[src/sv/wino_pkg.sv]
package wino_pkg;

    typedef enum logic [1:0] {
        MODE_WEIGHT  = 2'd0,
        MODE_INPUT   = 2'd1,
        MODE_COMPUTE = 2'd2,
        MODE_NONE    = 2'd3
    } mode_t;

    typedef enum logic [0:0] {
        CFG_IN_COUNT  = 1'b0,
        CFG_OUT_COUNT = 1'b1
    } cfg_idx_t;

    typedef enum logic [2:0] {
        ST_IDLE,
        ST_READ,
        ST_MAC,
        ST_DRAIN,
        ST_OUT
    } exec_state_t;

    localparam int unsigned ACC_W     = 48;
    localparam int unsigned CH_W      = 6;
    localparam int unsigned CNT_W     = 7;

    // Queue entry passed from the front end to the compute engine
    typedef struct packed {
        logic [CH_W-1:0]  out_channel;
        logic [CNT_W-1:0] n_channels;
    } job_t;

endpackage

[src/sv/wino_front.sv]
module wino_front #(
    parameter int MAX_IN_CHANNELS  = 64,
    parameter int MAX_OUT_CHANNELS = 64
) (
    input  logic                            aclk,
    input  logic                            aresetn,
    input  logic                            s_valid,
    output logic                            s_ready,
    input  logic [1:0]                      s_mode,
    input  logic [5:0]                      s_out_channel,
    input  logic [5:0]                      s_in_channel,
    input  logic [3:0]                      s_position,
    input  logic signed [15:0]              s_value,
    input  logic [6:0]                      in_count,
    input  logic [6:0]                      out_count,
    input  logic                            busy,
    output logic                            wr_w_en,
    output logic                            wr_x_en,
    output logic [5:0]                      wr_oc,
    output logic [5:0]                      wr_ic,
    output logic [3:0]                      wr_pos,
    output logic signed [15:0]              wr_val,
    output logic                            job_valid,
    input  logic                            job_ready,
    output wino_pkg::job_t                  job
);

    localparam logic [7:0] MaxIn  = 8'(MAX_IN_CHANNELS);
    localparam logic [7:0] MaxOut = 8'(MAX_OUT_CHANNELS);

    logic           q_valid_reg;
    wino_pkg::job_t q_job_reg;
    logic           accept;
    logic           is_cmp;
    logic           cmp_ok;
    logic [6:0]     n_clamp;

    // Writes must not overtake a compute that still reads the stores
    assign s_ready = !q_valid_reg && !busy;
    assign accept  = s_valid && s_ready;

    assign is_cmp  = (s_mode == wino_pkg::MODE_COMPUTE);
    assign cmp_ok  = ({1'b0, s_out_channel} < out_count)
                     && ({2'b00, s_out_channel} < MaxOut);
    assign n_clamp = ({1'b0, in_count} > MaxIn) ? 7'(MaxIn) : in_count;

    assign wr_w_en = accept && (s_mode == wino_pkg::MODE_WEIGHT)
                     && ({2'b00, s_out_channel} < MaxOut)
                     && ({2'b00, s_in_channel} < MaxIn);
    assign wr_x_en = accept && (s_mode == wino_pkg::MODE_INPUT)
                     && ({2'b00, s_in_channel} < MaxIn);
    assign wr_oc   = s_out_channel;
    assign wr_ic   = s_in_channel;
    assign wr_pos  = s_position;
    assign wr_val  = s_value;

    // Hold one classified compute job for the engine
    always_ff @(posedge aclk) begin
        if (!aresetn) begin
            q_valid_reg <= 1'b0;
        end else if (accept && is_cmp && cmp_ok) begin
            q_valid_reg <= 1'b1;
        end else if (job_ready) begin
            q_valid_reg <= 1'b0;
        end
    end

    always_ff @(posedge aclk) begin
        if (accept) begin
            q_job_reg.out_channel <= s_out_channel;
            q_job_reg.n_channels  <= n_clamp;
        end
    end

    assign job_valid = q_valid_reg;
    assign job       = q_job_reg;

endmodule

[config.mk]
export PLATFORM = sky130hd
export DESIGN_NAME = wino_front
export DESIGN_NICKNAME = d
export VERILOG_FILES = /design/src/sv/wino_pkg.sv /design/src/sv/wino_front.sv
export SDC_FILE = /design/constraint.sdc
export NUM_CORES = 1
export LEC_CHECK = 0
export ABC_AREA = 1
export BUFFER_PORTS_ARGS = -buffer_cell sky130_fd_sc_hd__buf_2
export CAP_MARGIN = 20
export CORE_ASPECT_RATIO = 1.75
export CORE_MARGIN = 2
export CORE_UTILIZATION = 37
export DETAILED_ROUTE_END_ITERATION = 12
export GPL_TIMING_DRIVEN = 0
export PLACE_DENSITY = 0.93
export SETUP_SLACK_MARGIN = 0.5
export SLEW_MARGIN = 10
export SYNTH_ARGS = -nofsm -noshare
export SYNTH_HDL_FRONTEND = slang
export SYNTH_SLANG_ARGS = --single-unit
[constraint.sdc]
create_clock -name aclk -period 2.09 [get_ports aclk]
set_clock_uncertainty 0.05 [all_clocks]
set_input_delay 0.209 -clock aclk [delete_from_list [all_inputs] [get_ports aclk]]
set_output_delay 0.209 -clock aclk [all_outputs]
set_load 0.01 [all_outputs]
======== Word level (Yosys, flattened, before mapping) ========
Index checks and enable logic that the tools add are counted.
word-level totals
  output and inout port bits .............. 49
  logic and storage cells ................. 19
  bits of input ports ..................... 53
  register bits ........................... 14
cells by class
  equality and inequality tests ........... 2
  reductions and logical operators ........ 10
  magnitude comparators ................... 2
  muxes and demuxes ....................... 2
operators with widths
  cell                number
  $gt 7x7->1 const B  1
  $lt 6x7->1          1
  $logic_and 1x1->1   6
  $eq 2x1->1 const B  1
  $eq 2x2->1 const B  1
  $logic_not 1->1     2
  $logic_not 2->1     1
  $mux 1              2
  $reduce_bool 2->1   1

======== Longest topological paths before layout ========
  word-level depth ........................ 6
  mapped depth ............................ 9

======== Worst setup path before layout ========
OpenSTA, ideal clock, no wires.
  path type ............................... reg-to-output
  from .................................... reg q_valid_reg (netlist: job_valid)
  to ...................................... out wr_w_en
  data arrival time ....................... 1.071 ns
  stages on the path, launching flop included .. 6
  data required time ...................... 1.831 ns
  setup slack ............................. 0.760 ns
  buffers on the path ..................... 0
  path through ............................ dfxtp_1 > inv_2 > nand2_2 > nor2_4 > inv_1 > nor3_1
between the ends
  cells in the longest elaborated chain, start to end .. 4
RTL lines
  element                   line              RTL
  start: declaration        wino_front.sv:31  logic q_valid_reg;
  start signal: assignment  wino_front.sv:60  q_valid_reg <= 1'b0;
  start signal: assignment  wino_front.sv:62  q_valid_reg <= 1'b1;
  start signal: assignment  wino_front.sv:64  q_valid_reg <= 1'b0;
  $logic_not 1->1           wino_front.sv:39  assign s_ready = !q_valid_reg && !busy;
  $logic_and 1x1->1         wino_front.sv:39
  $logic_and 1x1->1         wino_front.sv:40  assign accept = s_valid && s_ready;
  net accept                wino_front.sv:33  logic accept;
  $logic_and 1x1->1         wino_front.sv:47  assign wr_w_en = accept && (s_mode == wino_pkg::MODE_WEIGHT)
  end: declaration          wino_front.sv:17  output logic wr_w_en,
The timed path passes the listed nets, and every way through them passes these cells.

======== Worst setup path in the final report ========
  from .................................... reg q_valid_reg (netlist: job_valid)
  to ...................................... out wr_x_en
between the ends
  cells in the longest elaborated chain, start to end .. 4
RTL lines
  element            line              RTL
  $logic_not 1->1    wino_front.sv:39
  $logic_and 1x1->1  wino_front.sv:39
  $logic_and 1x1->1  wino_front.sv:40
  net accept         wino_front.sv:33
  $logic_and 1x1->1  wino_front.sv:50  assign wr_x_en = accept && (s_mode == wino_pkg::MODE_INPUT)
  end: declaration   wino_front.sv:18  output logic wr_x_en,
The timed path passes the listed nets, and every way through them passes these cells.

==> results.md <==
- Status: finished, final reports clean
- Antenna Nets Post-Route: 0
- Commonest non-fill, non-tap cell in the layout: buf_2
- Die width: 42.42 um
- NetSw: 179.9 uW
- Sequential Power Share: 42.0%
- Hold endpoint: job[12]
- Gate power share: 24.7%
- Vias/cell: 4.264
- Yosys reg bits: 14
- Min Tclk post-route: 1.426 ns
- All-Layer GR Usage: 12.70%
- CP Launch Type: flop
- RSZ-0062 raised after global routing: false
- I/O pins: 102
- H-tree depth: 1
- Global route overflow: 0
- WHS: 0.1256 ns
- Post-CTS setup buffer count: 1
- DR iter-0 viols: 4
- Tightest Pin Transition: 0.1728 ns
- Synthesized area: 955.9 um^2
- Post-synth top area cell: edfxtp_1
- Dominant register cell in the synthesized netlist: edfxtp_1
- Cells after DPL: 207
- Largest net degree at the start of global routing: 15
- Commonest non-fill, non-tap cells in the layout: 75 x buf_2, 33 x buf_4, 19 x inv_1
- Setup TNS: 0 ns
- Initial antenna violation count: 0
- Dpl ws: 0.6107 ns
- Vias in the first global route: 814
- Core Region: 2462 um^2
- R2R cell count: 8
- Ant diodes: 0
- Int Pwr: 589.2 uW
- R2R Setup Slk: 0.85 ns
- Routed WL per cell: 9.835 um
- Cell chain of the critical path: inv_2 -> nand2_2 -> nor2_4 -> inv_1 -> nor3_1 -> buf_2
- Leak Pwr: 0.8231 nW
- Max-slew headroom: 88.48%
- Syn Area/Cell: 9.018 um^2
- Hpwl dp: 1.877 mm
- Root buf cell: clkbuf_8
- Clock Latency Late Sink: 0.24 ns
- Clock network power share: 33.3%
- Vias: 904
- CTS sink count: 14
- HP Start: s_out_channel[5]
- Post-route non-filler standard cell count: 212
- Final Hold Fails: 0
- Layout cells sized above 1: 66.13%
- Nets: 245
- Number of setup violations in the final report: 0
- Slowest Stage Delay on Critical Path: 0.32 ns
- Part of the Yosys area used for sequential elements: 42.93%
- Post-layout util: 57.93%
- Die area: 3022 um^2
- Number of buffers created by CTS: 3
- Area added between synthesis and finish: 49.21%
- Slew Viols, Final: 0
- Fmax: 0.7015 GHz
- CTS clk-pin slew, worst paths: 0.05 ns
- # resized after CTS: 0
- Syn_nets: 164
- Post-Route WL: 2.085 mm
- Die height: 71.24 um
- Post-synth ARST share: 0%
- MaxCap Viol Count: 0
- CP Data Required Time: 1.83 ns
- Worst R2R Start: job_valid
- CP max FO: 2
- Max VDD drop: 0.2547 mV
- First-pass GRT wire length: 2.960 mm
- Switching share of power: 23.39%
- WHS Path Cells: 1
- Data arrival, critical path: 1.17 ns
- Critical path class: reg2out
- Mapped Cells: 106
- HP Class: in2reg
- Crit path max-delay cell type: dfxtp_1
- # hold bufs at CTS: 0
- Synth top area share: 40.84%
- Power per Cell Area: 539.3 nW/um^2
- Rows: 24
- Worst setup EP type: output port
- Post-synth EDFFs: 13
- Reg2reg end: job_valid
- CTS tree: done
- Yosys cell types: 19
- First-pass iteration count of the detailed router: 4
- Yosys warning count: 0
- CTS Buffer Depth: 2
- I/O Buffers: 75
- Final worst setup slack: 0.6645 ns
- RD Place Congestion: 0.7369
- Ranking of synthesized cells by area: edfxtp_1 41%, buf_4 25%, inv_1 7.5%, ha_1 6.5%, nand2_1 3.5%
- # DRC: 0
- Fin crit share: 68.21%
- Initial core utilization: 38.82%
## cells by family (layout without fill, tap and decap cells)
family,count (synthesis),in the layout,synth area share (%)
AOI/OAI and AO/OA,4,4,2.879
adders and majority gates,5,5,6.545
buffers and inverters,56,136,34.55
DFF,14,14,42.93
and+or+nand+nor,27,27,13.09
## power by group through the flow
stage,registers [mW],clock network [mW],logic (mW)
5_1_grt,0.323,0.276,0.208
6_report,0.323,0.256,0.190
4_1_cts,0.323,0.262,0.194
2_1_floorplan,0.336,0,0.105
3_3_place_gp,0.328,0,0.186
3_5_place_dp,0.329,0,0.191
## Yosys cell counts (2+ instances only)
cell and instances:
a21oi_2 2, buf_4 32, edfxtp_1 13, ha_1 5, inv_1 19, inv_2 4, nand2_1 9, nand2_2 2
nor2_1 9, nor3_1 2
## routing by layer
layer	track usage (%)	part of all wire [%]	vias to the layer above
met3	2.519	15	2
li1	-	-	449
met5	0	0	-
met2	26.84	55	85
met4	5.208	0.77	0
met1	10.48	29	368
## worst max path at each step
stage	from	slack, ns	endpoint	depth (start not counted)
3_5_place_dp	busy	0.61	wr_x_en	7
2_1_floorplan	job_valid	0.76	wr_w_en	5
4_1_cts	job_valid	0.64	wr_x_en	6
3_3_place_gp	busy	0.69	wr_x_en	7
5_1_grt	job_valid	0.56	wr_x_en	6
6_report	job_valid	0.66	wr_x_en	6
## worst max-delay path: cells and delay by family (launching register included)
kind / cells / cell delay [ns]
flops: 1 / 0.32
simple gates: 3 / 0.32
buf+inv: 3 / 0.29
## state kept, by name (all words and copies together), names as in the netlist
| register | count |
|---|---|
| job | 13 |
| job_valid | 1 |
## final cells by class
class	count	area [um^2]
fillers	214	1036
flip-flops and latches	14	410.4
clock buffers	4	55.05
multi-input cells	36	215.2
inverters	23	86.33
well taps	26	32.53
repair buffers	76	382.9
plain buffers	33	244.0
## stage by stage
step	power, mW	instance area, um^2
2_1_floorplan	0.4407	955.9
3_3_place_gp	0.5147	1364
3_5_place_dp	0.5202	1364
4_1_cts	0.7793	1426
5_1_grt	0.8080	1426
6_report	0.7692	1426
Note: power is estimated with default switching activity, not from simulation.
